--- src/sv/hbp_pkg.sv ---
// ----------------------------------------------------------------------------
// hbp_pkg: shared types and constants of the table bit packer
// Field widths, opcodes, register map and the front-to-back job word.
// ----------------------------------------------------------------------------
`default_nettype none

package hbp_pkg;

	// field widths
	localparam int OP_W      = 2;
	localparam int SYMBOL_W  = 8;
	localparam int CODE_W    = 32;
	localparam int LEN_W     = 6;
	localparam int BYTE_W    = 8;
	localparam int PAD_W     = 3;
	localparam int HEADER_W  = 16;
	localparam int TREE_W    = 13;
	localparam int TOTAL_W   = 40;

	// pending byte store, left aligned (one bit short of a byte)
	localparam int PEND_W    = BYTE_W - 1;
	// working word: pending bits plus a whole code
	localparam int WORK_W    = PEND_W + CODE_W + 1;

	// parameter defaults
	localparam int SYMBOL_COUNT = 256;
	localparam int MAX_CODE_LEN = 32;

	// front-to-back queue depth
	localparam int QUEUE_DEPTH  = 2;

	// opcodes
	localparam logic [OP_W-1:0] OP_LOAD   = 2'd0;
	localparam logic [OP_W-1:0] OP_ENCODE = 2'd1;
	localparam logic [OP_W-1:0] OP_FLUSH  = 2'd2;

	// configuration port
	localparam int APB_DATA_W = 32;
	localparam int APB_ADDR_W = 3;
	localparam logic REG_TREE_SIZE = 1'b0;

	// one code table entry
	typedef struct packed {
		logic [CODE_W-1:0] code;
		logic [LEN_W-1:0]  len;
	} entry_t;

	// work handed from front to back
	typedef struct packed {
		logic              flush;
		logic [CODE_W-1:0] code;
		logic [LEN_W-1:0]  len;
	} job_t;

endpackage

`default_nettype wire

--- src/sv/hbp_queue.sv ---
// ----------------------------------------------------------------------------
// hbp_queue: job queue between front and back
// Small register FIFO so the front and back stall independently.
// ----------------------------------------------------------------------------
`default_nettype none

module hbp_queue (
	input  wire logic          clk,
	input  wire logic          arst_n,
	input  wire logic          push_valid,
	output logic               push_ready,
	input  wire hbp_pkg::job_t push_job,
	output logic               pop_valid,
	input  wire logic          pop_ready,
	output hbp_pkg::job_t      pop_job
);

	localparam int DEPTH = hbp_pkg::QUEUE_DEPTH;
	localparam int PTR_W = (DEPTH > 1) ? $clog2(DEPTH) : 1;
	localparam int CNT_W = $clog2(DEPTH + 1);

	hbp_pkg::job_t    slot_q [DEPTH];
	logic [PTR_W-1:0] wr_ptr_q;
	logic [PTR_W-1:0] rd_ptr_q;
	logic [CNT_W-1:0] count_q;
	logic             do_push;
	logic             do_pop;

	assign push_ready = (count_q != CNT_W'(DEPTH));
	assign pop_valid  = (count_q != '0);
	assign pop_job    = slot_q[rd_ptr_q];
	assign do_push    = push_valid && push_ready;
	assign do_pop     = pop_valid && pop_ready;

	// store pushed word
	always_ff @(posedge clk) begin
		if (do_push) begin
			slot_q[wr_ptr_q] <= push_job;
		end
	end

	// advance pointers and fill count
	always_ff @(posedge clk or negedge arst_n) begin
		if (!arst_n) begin
			wr_ptr_q <= '0;
			rd_ptr_q <= '0;
			count_q  <= '0;
		end else begin
			if (do_push) begin
				wr_ptr_q <= (wr_ptr_q == PTR_W'(DEPTH - 1)) ? '0 : wr_ptr_q + 1'b1;
			end
			if (do_pop) begin
				rd_ptr_q <= (rd_ptr_q == PTR_W'(DEPTH - 1)) ? '0 : rd_ptr_q + 1'b1;
			end
			if (do_push && !do_pop) begin
				count_q <= count_q + 1'b1;
			end else if (!do_push && do_pop) begin
				count_q <= count_q - 1'b1;
			end
		end
	end

endmodule

`default_nettype wire

--- config.mk ---
export PLATFORM = sky130hd
export DESIGN_NAME = hbp_queue
export DESIGN_NICKNAME = d
export VERILOG_FILES = /design/src/sv/hbp_pkg.sv /design/src/sv/hbp_queue.sv
export SDC_FILE = /design/constraint.sdc
export NUM_CORES = 1
export LEC_CHECK = 0
export BUFFER_PORTS_ARGS = -buffer_cell sky130_fd_sc_hd__buf_4
export CAP_MARGIN = 5
export CELL_PAD_IN_SITES_DETAIL_PLACEMENT = 1
export CELL_PAD_IN_SITES_GLOBAL_PLACEMENT = 2
export CORE_MARGIN = 4
export CORE_UTILIZATION = 40
export DETAILED_ROUTE_END_ITERATION = 10
export GPL_ROUTABILITY_DRIVEN = 0
export GPL_TIMING_DRIVEN = 0
export HOLD_SLACK_MARGIN = 0.06
export PLACE_DENSITY_LB_ADDON = 0.08
export SKIP_CTS_REPAIR_TIMING = 1
export SYNTH_ARGS = -nofsm -noshare
export SYNTH_HDL_FRONTEND = slang
export SYNTH_SLANG_ARGS = --single-unit
--- constraint.sdc ---
create_clock -name clk -period 6.45 [get_ports clk]
set_input_delay 0.645 -clock clk [delete_from_list [all_inputs] [get_ports clk]]
set_output_delay 0.645 -clock clk [all_outputs]
set_load 0.02 [all_outputs]
Word-level counts from Yosys, hierarchy flattened
Memories as Yosys holds them, arrays and structs flattened.
Cells that the tools add are included.
{"block": "totals", "ff_bits": 4, "latchBits": 0, "mem_bits_rw": 78, "romBits": 0, "inputBits": 43, "elab_cells": 23, "memories": 1}
{"block": "classes", "addsub": 4, "mul": 0, "div": 0, "n_lt_le_gt_ge": 0, "eq_ne": 1, "shifts": 0, "n_mux": 6, "bitwise_logic": 0, "reduce_logical": 8}
{"memory": "slot_q", "words": 2, "word_bits": 39, "rd": 1, "rd_ports_with_merged_regs": 0, "wr": 1, "line_no": "hbp_queue.sv:22", "text": "hbp_pkg::job_t slot_q [DEPTH];"}
{"operator": "1-bit logical AND", "n": 4}
{"operator": "1-bit two-way mux", "n": 4}
{"operator": "2-bit two-way mux", "n": 2}
{"operator": "2-bit nonzero test", "n": 2}
{"operator": "1-bit adder (second input constant)", "n": 2}
{"operator": "2-bit by 1-bit adder with 2-bit output (second input constant)", "n": 1}
{"operator": "1-bit logical NOT", "n": 2}
{"operator": "2-bit inequality test (second input constant)", "n": 1}
{"operator": "2-bit by 1-bit subtractor with 2-bit output (second input constant)", "n": 1}

Longest topological paths before layout
{"block": "depth", "depth_word": 6, "mapped_depth": 7}

Worst setup path after synthesis
No wires, ideal clock.
{"block": "synth_path", "kind": "in2reg", "start": "in push_valid", "end": "mem slot_q[0][0] (netlist name) (enable)", "arrival_ns": 2.378, "required_time_ns": 6.015, "slack_ns": 3.637, "path_stages": 2, "cell_sequence": "nand2_1 -> nor2_1"}
{"block": "synth_via", "elab_chain_cells": 3}
{"item": "start, declared", "line_no": "hbp_queue.sv:10", "text": "input wire logic push_valid,"}
{"item": "1-bit logical AND", "line_no": "hbp_queue.sv:32", "text": "assign do_push = push_valid && push_ready;"}
{"item": "1-bit two-way mux", "line_no": "hbp_queue.sv:37", "text": "if (do_push) begin"}
{"item": "1-bit two-way mux (not written as such)", "line_no": "hbp_queue.sv:38", "text": "slot_q[wr_ptr_q] <= push_job;"}
{"item": "end, declared", "line_no": "hbp_queue.sv:22"}
Every way passes these cells.

==> results.toml <==
[outcome]
status = "finished, final reports clean"

[clocking]
insertion_delay_ns = 0.34
cts_buffers = 9
cts_tree = "yes"
cts_buffer_depth = 2
path_clk_slew_ns = 0.07
clock-root-buffer = "clkbuf_8"
cts_sinks = 82
htree_levels = 3

[cells_and_area]
num-fill-cells = 713
multi_input_area_um2 = 551
synthToLayoutAreaGrowth_pct = 31.7
nets = 278
diodes = 0
seqCellArea_mm2 = 0.00244
stdcell_area_mm2 = 0.00399
layout-drive-gt1-share = 0.607

[floorplanning]
fp.dieH_um = 95.1
core_area_mm2 = 0.00729
dieWidth_um = 95.1
die-area_mm2 = 0.00904
rows = 31
io_pins = 84
start_util = 0.416

[critical_path]
crit_path_max_fanout = 10
crit_required_ns = 5.80
critPathCaptureType = "primary output"
r2r-start = "count_q[0]$_DFFE_PN0P_"
regToRegSetupSlack_ns = 4.60
critical-path-top-delay-family = "flip-flops"
critPathSlowestCell = "dfrtp_1"
crit_arrival_ns = 1.51
r2r_end = "slot_q[1][22]$_DFFE_PP_"
worstSetupPathType = "register to primary output"
rr_worst_depth = 2
slowest_delay_ns = 0.47
cp.buffers_inverters = 2
cp_cell_sequence = "buf_6 > mux2_2 > buf_4"
cp-start-kind = "register"

[route]
viasPerCell = 4.64
vias = 1567
post-route-drc-count = 0
drtIter0Drc = 49
avgRoutedWirePerCell_um = 17.1
ant_nets = 0
routed_wirelength_um = 5790
drt_pass1_iterations = 4

[yosys]
synth_edf_count = 78
synth_nets = 183
synth_most_common_cell = "edfxtp_1"
synth_area_leaders = "edfxtp_1 77%, mux2_2 14%, dfrtp_1 3.3%"
yosysTopAreaCellShare = 0.772
seq_area_frac_synth = 0.805
synth_cell_types = 14
synthFlopType = "edfxtp_1"
synth_top_cell_by_area = "edfxtp_1"
synth_seq_cells = 82
yosys-top-cells-count = "78 x edfxtp_1, 39 x mux2_2, 4 x buf_6, 4 x dfrtp_1, 3 x xnor2_1"
yosysWarnings = 0
netlist_area_mm2 = 0.00303
netlist_instances = 139
async_flop_share = 0.0488
synth.avg_cell_area_um2 = 21.8

[timing]
skew_ns = 0.00854
period_needed_ns = 2.15
grt_setup_unrepaired = "no"
worst_pin_slew_ns = 0.985
setup_violations = 0
timing.final.hold_violations = 0
period_share = 0.334
maxSlewHeadroom = 0.343
fin_tns_setup_ns = 0
fmax_ghz = 0.465
report.final.slew_viol_count = 0

[grt]
antenna_found_initial = 0
grt_pass1_vias = 1815
grt_pass1_wl_um = 8890
grt_max_degree = 40
grt_overflow = 0
globalRouteTotalUtil = 0.135

[min_path]
hold_path.class = "input pin to async pin"

[power_and_ir_drop]
ir_worst_vdd_uv = 316
powerDensity_mw_per_mm2 = 457
p_leak_uw = 0.00150

[placement]
post_dp_cell_area_mm2 = 0.00381
hpwlAfterDp_um = 4100
port_buffers = 83

[flow_run]
maxCapViolations = 0
-- where the power goes --
| group | internal [µW] | switching (µW) | leakage [µW] |
|---|---|---|---|
| registers | 731 | 43.1 | 0.000771 |
| clock network | 176 | 167 | 0.0000874 |
| logic | 333 | 376 | 0.000642 |
| total | 1240 | 586 | 0.00150 |
-- layout by cell type (no fill, tap or decap) --
| cell | n |
|---|---|
| nor2_4 | 1 |
| buf_4 | 83 |
| and3_2 | 1 |
| nand2_1 | 1 |
| xnor2_1 | 3 |
| edfxtp_1 | 78 |
| clkinv_1 | 2 |
| bufinv_16 | 1 |
| buf_12 | 1 |
| nand2_2 | 1 |
| nor2_1 | 1 |
| inv_1 | 1 |
| clkbuf_8 | 9 |
| nand2b_4 | 1 |
| clkbuf_1 | 1 |
| clkinv_2 | 1 |
| clkinvlp_4 | 2 |
| xor2_1 | 2 |
| buf_6 | 4 |
| ha_1 | 1 |
| dfrtp_1 | 4 |
| mux2_2 | 39 |
| or2_4 | 1 |
-- worst max path at each step --
stage | start | end | cells after the start
after floorplan | push_valid | slot_q[0][0]$_DFFE_PP_ | 2
after global placement | push_valid | slot_q[0][32]$_DFFE_PP_ | 3
after detailed placement | push_valid | slot_q[1][32]$_DFFE_PP_ | 2
after CTS | rd_ptr_q$_DFFE_PN0P_ | pop_job[13] | 3
after global routing | rd_ptr_q$_DFFE_PN0P_ | pop_job[13] | 3
final | rd_ptr_q$_DFFE_PN0P_ | pop_job[0] | 3
-- metrics by stage --
step                cells  total power, µW  utilization  setup slack (ns)  hold WS, ns
global route          338             1930        0.548              4.20       0.0707
finish                338             1830        0.548              4.30       0.0937
CTS                   338             1860        0.548              4.24       0.0712
floorplan             139             1220            -              3.64        0.349
global placement      321             1470        0.518              2.76        0.442
detailed placement    322             1510        0.522              4.46        0.447
-- layout make-up --
| class | count | area share |
|---|---|---|
| plain buffers | 4 | 0.0113 |
| clock buffers | 10 | 0.0320 |
| clock inverters | 6 | 0.0144 |
| inverters | 1 | 0.000940 |
| multi-input cells | 52 | 0.138 |
| flip-flops and latches | 82 | 0.612 |
| well taps | 99 | 0.0310 |
| repair buffers | 84 | 0.161 |
-- cell families (layout without fill, tap and decap cells) --
kind of cell             count (synthesis)  count (layout)  synth area share
adder cells (fa/ha/maj)                  1               1           0.00412
multiplexers                            39              39             0.145
AND/OR/NAND/NOR                          7               7            0.0153
flip-flops                              82              82             0.805
buffers and inverters                    5             105            0.0161
XOR/XNOR                                 5               5            0.0144
-- registers in the layout (all words and copies together), names as in the netlist --
name / flops
count_q: 2
wr_ptr_q: 1
slot_q: 78
rd_ptr_q: 1
-- per-layer routing --
layer,GRT usage,part of all wire,vias to the layer above
met2,0.244,0.54,54
li1,-,-,728
met5,0,0,-
met1,0.141,0.37,776
met4,0.0721,0.020,0
met3,0.0395,0.067,9
Note: power is estimated with default switching activity, not from simulation.
