--- src/sv/hbp_pkg.sv ---
// ----------------------------------------------------------------------------
// hbp_pkg: shared types and constants of the table bit packer
// Field widths, opcodes, register map and the front-to-back job word.
// ----------------------------------------------------------------------------
`default_nettype none

package hbp_pkg;

	// field widths
	localparam int OP_W      = 2;
	localparam int SYMBOL_W  = 8;
	localparam int CODE_W    = 32;
	localparam int LEN_W     = 6;
	localparam int BYTE_W    = 8;
	localparam int PAD_W     = 3;
	localparam int HEADER_W  = 16;
	localparam int TREE_W    = 13;
	localparam int TOTAL_W   = 40;

	// pending byte store, left aligned (one bit short of a byte)
	localparam int PEND_W    = BYTE_W - 1;
	// working word: pending bits plus a whole code
	localparam int WORK_W    = PEND_W + CODE_W + 1;

	// parameter defaults
	localparam int SYMBOL_COUNT = 256;
	localparam int MAX_CODE_LEN = 32;

	// front-to-back queue depth
	localparam int QUEUE_DEPTH  = 2;

	// opcodes
	localparam logic [OP_W-1:0] OP_LOAD   = 2'd0;
	localparam logic [OP_W-1:0] OP_ENCODE = 2'd1;
	localparam logic [OP_W-1:0] OP_FLUSH  = 2'd2;

	// configuration port
	localparam int APB_DATA_W = 32;
	localparam int APB_ADDR_W = 3;
	localparam logic REG_TREE_SIZE = 1'b0;

	// one code table entry
	typedef struct packed {
		logic [CODE_W-1:0] code;
		logic [LEN_W-1:0]  len;
	} entry_t;

	// work handed from front to back
	typedef struct packed {
		logic              flush;
		logic [CODE_W-1:0] code;
		logic [LEN_W-1:0]  len;
	} job_t;

endpackage

`default_nettype wire

--- src/sv/hbp_res_if.sv ---
// ----------------------------------------------------------------------------
// hbp_res_if: result channel
// Valid/ready channel carrying one packed output byte and flush status.
// ----------------------------------------------------------------------------
`default_nettype none

interface hbp_res_if;
	logic                         valid;
	logic                         ready;
	logic [hbp_pkg::BYTE_W-1:0]   out_byte;
	logic                         byte_present;
	logic [hbp_pkg::PAD_W-1:0]    padding_bits;
	logic [hbp_pkg::HEADER_W-1:0] header_word;
	logic [hbp_pkg::TOTAL_W-1:0]  total_bits;
	logic                         last;

	modport source (output valid, out_byte, byte_present, padding_bits, header_word,
		total_bits, last, input ready);
	modport sink   (input valid, out_byte, byte_present, padding_bits, header_word,
		total_bits, last, output ready);
endinterface

`default_nettype wire

--- src/sv/hbp_back.sv ---
// ----------------------------------------------------------------------------
// hbp_back: bit packer
// Merges codes into the pending byte store and emits bytes and flush results.
// ----------------------------------------------------------------------------
`default_nettype none

module hbp_back (
	input  wire logic                        clk,
	input  wire logic                        arst_n,
	input  wire logic                        job_valid,
	output logic                             job_ready,
	input  wire hbp_pkg::job_t               job,
	input  wire logic [hbp_pkg::TREE_W-1:0]  tree_size,
	hbp_res_if.source                        res
);

	localparam int WORK_W  = hbp_pkg::WORK_W;
	localparam int BYTE_W  = hbp_pkg::BYTE_W;
	localparam int PEND_W  = hbp_pkg::PEND_W;
	localparam int CODE_W  = hbp_pkg::CODE_W;
	localparam int LEN_W   = hbp_pkg::LEN_W;
	localparam int TOTAL_W = hbp_pkg::TOTAL_W;
	localparam int CNT_W   = hbp_pkg::PAD_W;

	logic                busy_q;
	logic [WORK_W-1:0]   work_q;
	logic [LEN_W-1:0]    wn_q;
	logic [PEND_W-1:0]   pend_q;
	logic [CNT_W-1:0]    cnt_q;
	logic [TOTAL_W-1:0]  total_q;

	logic                ov_q;
	logic [BYTE_W-1:0]   obyte_q;
	logic                opresent_q;
	logic [CNT_W-1:0]    opad_q;
	logic [hbp_pkg::HEADER_W-1:0] ohdr_q;
	logic [TOTAL_W-1:0]  ototal_q;
	logic                olast_q;

	logic                out_free;
	logic                pop;
	logic                emit_work;
	logic [CODE_W-1:0]   code_l;
	logic [WORK_W-1:0]   merged;
	logic [LEN_W-1:0]    new_n;
	logic [TOTAL_W:0]    total_sum;
	logic [CNT_W-1:0]    pad;

	assign out_free  = !ov_q || res.ready;
	assign emit_work = busy_q && out_free;
	assign job_ready = !busy_q && (!job.flush || out_free);
	assign pop       = job_valid && job_ready;

	// left-align the code behind the pending bits
	always_comb begin
		code_l    = job.code << (LEN_W'(CODE_W) - job.len);
		merged    = {pend_q, {(WORK_W - PEND_W){1'b0}}}
			| ({code_l, {(WORK_W - CODE_W){1'b0}}} >> cnt_q);
		new_n     = LEN_W'(cnt_q) + job.len;
		total_sum = {1'b0, total_q} + (TOTAL_W + 1)'(job.len);
		pad       = CNT_W'(0) - cnt_q;
	end

	// packer state
	always_ff @(posedge clk or negedge arst_n) begin
		if (!arst_n) begin
			busy_q  <= 1'b0;
			pend_q  <= '0;
			cnt_q   <= '0;
			total_q <= '0;
		end else if (emit_work) begin
			// shift out one byte; leave the remainder as pending bits
			if (wn_q < LEN_W'(2 * BYTE_W)) begin
				busy_q <= 1'b0;
				pend_q <= work_q[WORK_W-BYTE_W-1 -: PEND_W];
				cnt_q  <= CNT_W'(wn_q - LEN_W'(BYTE_W));
			end
		end else if (pop) begin
			if (job.flush) begin
				pend_q  <= '0;
				cnt_q   <= '0;
				total_q <= '0;
			end else begin
				total_q <= total_sum[TOTAL_W] ? '1 : total_sum[TOTAL_W-1:0];
				if (new_n < LEN_W'(BYTE_W)) begin
					pend_q <= merged[WORK_W-1 -: PEND_W];
					cnt_q  <= CNT_W'(new_n);
				end else begin
					busy_q <= 1'b1;
				end
			end
		end
	end

	// working word: load on merge, shift on emit
	always_ff @(posedge clk) begin
		if (emit_work) begin
			work_q <= work_q << BYTE_W;
			wn_q   <= wn_q - LEN_W'(BYTE_W);
		end else if (pop && !job.flush) begin
			work_q <= merged;
			wn_q   <= new_n;
		end
	end

	// output register valid
	always_ff @(posedge clk or negedge arst_n) begin
		if (!arst_n) begin
			ov_q <= 1'b0;
		end else if (out_free) begin
			ov_q <= emit_work || (pop && job.flush);
		end
	end

	// output register payload
	always_ff @(posedge clk) begin
		if (emit_work) begin
			obyte_q    <= work_q[WORK_W-1 -: BYTE_W];
			opresent_q <= 1'b1;
			opad_q     <= '0;
			ohdr_q     <= '0;
			ototal_q   <= '0;
			olast_q    <= (wn_q < LEN_W'(2 * BYTE_W));
		end else if (pop && job.flush) begin
			obyte_q    <= {pend_q, 1'b0};
			opresent_q <= (cnt_q != '0);
			opad_q     <= pad;
			ohdr_q     <= {pad, tree_size};
			ototal_q   <= total_q;
			olast_q    <= 1'b1;
		end
	end

	assign res.valid        = ov_q;
	assign res.out_byte     = obyte_q;
	assign res.byte_present = opresent_q;
	assign res.padding_bits = opad_q;
	assign res.header_word  = ohdr_q;
	assign res.total_bits   = ototal_q;
	assign res.last         = olast_q;

endmodule

`default_nettype wire

--- src/flat_wrapper.sv ---
// flat-port wrapper written by rule: the top's interface ports become plain ports
module hbp_back_flat 
  (clk, arst_n, job_valid, job_ready, job, tree_size, res_valid, res_out_byte, res_byte_present, res_padding_bits, res_header_word, res_total_bits, res_last, res_ready);
  hbp_res_if res_i ();
  input  wire logic clk;
  input  wire logic arst_n;
  input  wire logic job_valid;
  output logic job_ready;
  input  wire hbp_pkg::job_t job;
  input  wire logic [hbp_pkg::TREE_W-1:0] tree_size;
  output wire logic [$bits(res_i.valid)-1:0] res_valid;
  output wire logic [$bits(res_i.out_byte)-1:0] res_out_byte;
  output wire logic [$bits(res_i.byte_present)-1:0] res_byte_present;
  output wire logic [$bits(res_i.padding_bits)-1:0] res_padding_bits;
  output wire logic [$bits(res_i.header_word)-1:0] res_header_word;
  output wire logic [$bits(res_i.total_bits)-1:0] res_total_bits;
  output wire logic [$bits(res_i.last)-1:0] res_last;
  input wire logic [$bits(res_i.ready)-1:0] res_ready;
  assign res_valid = res_i.valid;
  assign res_out_byte = res_i.out_byte;
  assign res_byte_present = res_i.byte_present;
  assign res_padding_bits = res_i.padding_bits;
  assign res_header_word = res_i.header_word;
  assign res_total_bits = res_i.total_bits;
  assign res_last = res_i.last;
  assign res_i.ready = res_ready;
  hbp_back u_core (.clk(clk), .arst_n(arst_n), .job_valid(job_valid), .job_ready(job_ready), .job(job), .tree_size(tree_size), .res(res_i));
endmodule
--- config.mk ---
export PLATFORM = sky130hd
export DESIGN_NAME = hbp_back_flat
export DESIGN_NICKNAME = d
export VERILOG_FILES = /design/src/sv/hbp_pkg.sv /design/src/sv/hbp_res_if.sv /design/src/sv/hbp_back.sv /design/src/flat_wrapper.sv
export SDC_FILE = /design/constraint.sdc
export NUM_CORES = 1
export LEC_CHECK = 0
export BUFFER_PORTS_ARGS = -buffer_cell sky130_fd_sc_hd__buf_2
export CORE_MARGIN = 1
export CORE_UTILIZATION = 59
export CTS_CLUSTER_DIAMETER = 100
export DETAILED_ROUTE_END_ITERATION = 12
export GPL_ROUTABILITY_DRIVEN = 0
export GPL_TIMING_DRIVEN = 0
export PLACE_DENSITY = 0.82
export SYNTH_ARGS = -nofsm -noshare
export SYNTH_HDL_FRONTEND = slang
export SYNTH_SLANG_ARGS = --single-unit
--- constraint.sdc ---
create_clock -name clk -period 3.1 [get_ports clk]
set_input_delay 0.31 -clock clk [delete_from_list [all_inputs] [get_ports clk]]
set_output_delay 0.31 -clock clk [all_outputs]
set_load 0.01 [all_outputs]
Word level (Yosys, flattened, before mapping). Cells that the tools add are included.

Flip-flop bits (word level): 167. Bits in latches: 0. Bits in writable memories: 0. Memory bits (read-only): 0. Input port bits: 56. Output and inout port bits: 71. Logic and storage cells: 72. Memories kept: 0.

Add/subtract/negate cells: 5. Multipliers: 0. Divide/modulo/power cells: 0. Order comparisons: 2. Equal/unequal tests: 3. Shift operators: 2. Multiplexer cells: 25. Bitwise operators: 2. Reduce and logical (&&, ||, !) cells: 19.

Operator list (count): 2-to-1 mux 40 bit (4); adder 40 x 6 -> 41 bit (1); OR 40 bit (1); right shift 40 x 3 -> 40 bit (1); 2-to-1 mux 7 bit (5); << shifter 32 x 6 -> 32 bit (1); 2-to-1 mux 8 bit (2); 2-to-1 mux 3 bit (5); 2-to-1 mux 6 bit (2); 2-to-1 mux 1 bit (7); adder 3 x 6 -> 6 bit (1); < comparator 6 x 4 -> 1 bit (second input constant) (1); < comparator 6 x 5 -> 1 bit (second input constant) (1); nonzero test 2 bit (3); nonzero test 3 bit (2); subtractor 6 x 4 -> 6 bit (second input constant) (1); subtractor 6 bit (first input constant) (1); logical AND 1 bit (5); != test 2 x 1 -> 1 bit (second input constant) (2); AND reduction 4 bit (1); logical NOT 1 bit (3); logical OR 1 bit (3); AND reduction 3 bit (1); subtractor 1 x 3 -> 3 bit (first input constant) (1); 3 further kinds (3).

Longest topological paths before layout.
Depth after elaboration: 8. Mapped depth: 16. Depth with buffers taken out: 10.

Least setup slack after synthesis. No wires, ideal clock.

Kind: input-to-reg. Start: in job[0] (netlist bit). End: reg u_core.work_q[29], data pin. Setup time: 261 ps. Data arrival time: 3586 ps. Required time: 2839 ps. Setup slack: -747 ps. Cell stages on the path: 15. Path buffers: 6. Path through: buf_6 -> buf_12 -> inv_1 -> buf_1 -> ha_1 -> buf_2 -> buf_4 -> buf_4 -> mux4_2 -> mux4_2 -> nand2_1 -> o21ai_2 -> mux4_2 -> o21a_1 -> a221o_1.

Longest elaborated chain between the ends: 6.

RTL lines: from (decl) (RTL line flat_wrapper.sv:9) `input wire hbp_pkg::job_t job;`; subtractor 6 bit (RTL line hbp_back.sv:56) `code_l = job.code << (LEN_W'(CODE_W) - job.len);`; << shifter 32 x 6 -> 32 bit (RTL line hbp_back.sv:56); right shift 40 x 3 -> 40 bit (RTL line hbp_back.sv:58) `| ({code_l, {(WORK_W - CODE_W){1'b0}}} >> cnt_q);`; OR 40 bit (RTL line hbp_back.sv:58); 2-to-1 mux 40 bit (RTL line hbp_back.sv:100) `end else if (pop && !job.flush) begin`; 2-to-1 mux 40 bit (RTL line hbp_back.sv:97) `if (emit_work) begin`; to (signal assigned) (RTL line hbp_back.sv:98) `work_q <= work_q << BYTE_W;`; to (signal assigned) (RTL line hbp_back.sv:101) `work_q <= merged;`; to (decl) (RTL line hbp_back.sv:26) `logic [WORK_W-1:0] work_q;`.

Every way passes these cells. The select of a mux whose other input is x is not followed. A chain may end at the register's enable or synchronous reset.

Final worst setup path.
Start: in job[0] (netlist bit). End: reg u_core.work_q[34], data pin.

The elaborated chain is that of the path after synthesis.

==> results.md <==
- Placed cells: 1,530
- Via density: 6.74
- Post-route minimum period: 3.03 ns
- IO buf count: 125
- Post-synthesis adder-cell area fraction: 1.93%
- All-Layer GR Usage: 35.5%
- Synth Area in XOR/XNOR: 1.06%
- Slew Viols, Final: 0
- Worst Skew: 0.00797 ns
- Rel. slew slack: 14.7%
- Largest family of logic cells by synthesized area: compound AO/OA/AOI/OAI gates
- Maximum vdd ir drop: 0.602 mV
- Critical path arrival: 3.21 ns
- Compound-gate portion of the synthesized area: 22.3%
- Routed Antenna Nets: 0
- Simple-gate portion of the synthesized area: 17.9%
- Vias: 10,700
- Die Ht: 136 um
- Ys async rst share: 31.9%
- Synth top area share: 13.4%
- Antenna cells: 0
- First-pass DRT Iterations: 5
- DIE AREA: 18,400 um^2
- Synth-to-layout area growth: 20.6%
- CTS root buffer: clkbuf_16
- Fmax: 0.330 GHz
- Final wirelength: 32,200 um
- Final setup margin: 0.0669 ns
- Crit-path max FO: 8
- Critical path startpoint category: input port
- Area contributors post-synth: edfxtp_1, dfrtp_1, dfxtp_1
- H-tree Lvls: 4
- CORE AREA: 17,400 um^2
- Cell taking the most area after synthesis: edfxtp_1
- Clock sinks: 163
- Post-synthesis mux area share: 14.0%
- Total Neg Setup Slack: 0 ns
- Part of the Yosys area used for sequential elements: 38.0%
- Clock Tree Buf Depth: 2
- DP Wirelength: 23,200 um
- Final std cell area, no fill: 12,700 um^2
- Ys Warns: 0
- # Max-Cap Violations: 0
- Starting DRT DRC Count: 1,198
- Fraction of layout cells with a size suffix above 1: 24.2%
- Hold/Removal Path Class: in -> reg
- Final period utilization: 97.8%
- Critical Path Sink Type: flip-flop
- Finish-stage setup viols: 0
- Worst-path clk slew: 0.07 ns
- Routed len/inst: 20.3 um
- Worst skew pair latency: 0.43 ns
- Distinct cells, synth: 89
- Crit path kind: in -> reg
- Grt ovf: 0
- Placed Area: 11,500 um^2
- Detailed-route DRC error count: 0
- Post-place setup slack: -0.995 ns
- Top_reg_cell synth: dfxtp_1
- Number of synthesized flops with an enable pin: 47
- Pwr dens: 711 nW/um^2
- Post-synthesis cell area: 10,500 um^2
- First-pass GRT wire length: 50,600 um
- Rows: 48
- Final hold violations: 0
- I/O pins: 127
- Die X: 136 um
- Seq cells post-synth: 163
- Number of CTS-inserted buffers: 17
- Avg Cell Area, Syn: 8.91 um^2
- Worst slew pin tran: 1.28 ns
- Starting Density: 60.6%
- Status: finished, final reports clean
- Worst EP required: 3.28 ns
- Finished Layout Cells: 1,584
- Lkg Pwr: 5.26 nW
- Number of global-route vias before repair: 9,857
- CTS tree: built
- Cell count after synthesis: 1,180
- Largest net degree at the start of global routing: 53
- Mapped Nets: 1,251
- Final nets: 1,417
- Antenna violations before repair: 0
- Post-CTS Hold Buffers: 0
==> cells in the mapped netlist, types with 13 or more instances <==
master / n
clkbuf_1: 60
and3_1: 22
dfxtp_1: 64
a31oi_1: 13
mux4_2: 23
nand3_1: 27
nand2_1: 223
a22oi_1: 17
a21oi_1: 114
a211oi_1: 17
inv_1: 20
o21ai_0: 58
mux2i_1: 58
nor3_1: 23
ha_1: 13
nor2_1: 67
dfrtp_1: 52
edfxtp_1: 47
mux2_2: 25
==> final cells by class <==
type | instances | area, um^2
multi-input combinational | 904 | 6390
timing repair buffer | 153 | 900
inverter | 21 | 86.3
buffer | 86 | 464
sequential | 163 | 3990
tap | 225 | 282
fill | 1265 | 4680
clock buffer | 18 | 429
clock inverter | 14 | 139
==> sequential cells by signal (all words and copies together), names as in the netlist <==
register                 flops
u_core.busy_q                1
u_core.cnt_q                 3
u_core.pend_q                7
u_core.res.byte_present      1
u_core.res.header_word      16
u_core.res.last              1
u_core.res.out_byte          8
u_core.res.total_bits       40
u_core.res.valid             1
u_core.total_q              40
u_core.wn_q                  6
u_core.work_q               39
==> per-stage QoR <==
stage | utilization (%) | power, mW | hold slack, ns
floorplan | - | 5.46 | 0.0144
global placement | 66.5 | 6.51 | 0.440
detailed placement | 66.5 | 6.62 | 0.444
CTS | 72.1 | 8.82 | 0.0935
global route | 73.1 | 9.42 | 0.109
finish | 73.1 | 9.01 | 0.109
==> report_power, final <==
group	switching, mW	internal [mW]
Combinational	2.52	1.41
Sequential	0.238	2.81
Clock	0.965	1.07
==> worst max-delay path, stage by stage <==
cell and delay [ns]:
buf_8 0.10, inv_8 0.04, buf_12 0.11, ha_4 0.35
buf_12 0.14, buf_8 0.12, buf_4 0.12, mux4_2 0.31
mux2i_2 0.26, o22ai_2 0.21, a221o_1 0.44, a2111oi_4 0.35
o21ai_1 0.12, a22o_1 0.21
==> kinds of logic after synthesis <==
logic type               after synthesis
XOR/XNOR                              11
AND/OR/NAND/NOR                      417
multiplexers                         110
AO/OA/AOI/OAI                        351
buffers and inverters                113
flip-flops                           163
adder cells (fa/ha/maj)               15
==> layer usage <==
layer	part of all wire, %	up-vias	track usage (%)
met5	0	-	0
met4	4.0	0	17.3
met1	40	5088	47.9
met2	46	713	55.0
met3	9.7	121	6.29
li1	-	4756	-
==> worst paths after layout <==
| kind | startpoint | end | slack, ns | cells after the start |
|---|---|---|---|---|
| hold reg to reg | u_core.work_q[1] | u_core.work_q[1] | 0.45 | 2 |
| min in group asynchronous | arst_n | u_core.pend_q[6] | 0.15 | 1 |
| setup reg to reg | u_core.total_q[0] | u_core.total_q[23] | 0.14 | 10 |
| max in group asynchronous | arst_n | u_core.total_q[35] | 2.17 | 1 |
| hold / removal | tree_size[7] | u_core.res.header_word[7] | 0.11 | 3 |
| setup / recovery | job[0] | u_core.work_q[34] | 0.07 | 14 |
==> what timing repair did <==
action | CTS | global route
setup endpoints to repair | 91 | 102
gates cloned | 1 | 0
buffers inserted | 19 | 8
pin swaps | 13 | 8
resized for setup | 53 | 39
==> cell usage in the layout (no fill, tap or decap), types with 6 or more instances in the layout <==
cell         n
a22o_1       8
dfxtp_1     64
a221o_1     10
nand2_1    220
o221ai_1     6
nand2b_1     6
o211ai_1     6
mux2i_1     46
a22oi_1     16
ha_1        12
xnor2_1      6
a31oi_1     13
inv_1       19
nor3_1      22
clkbuf_1    52
mux2_2      14
edfxtp_1    47
clkbuf_16   17
clkbuf_2     7
and2_1       7
a21o_1      10
a211oi_1    16
nand3_1     26
buf_4       29
o21ai_1      8
nor2_1      64
nand4_1     11
mux2i_2      7
buf_2      132
mux2_4      11
dfrtp_1     52
o22a_1       7
o22ai_1      9
and3_1      22
a21oi_1    111
mux4_2      23
o21ai_0     51
(Power assumes the default switching activity.)
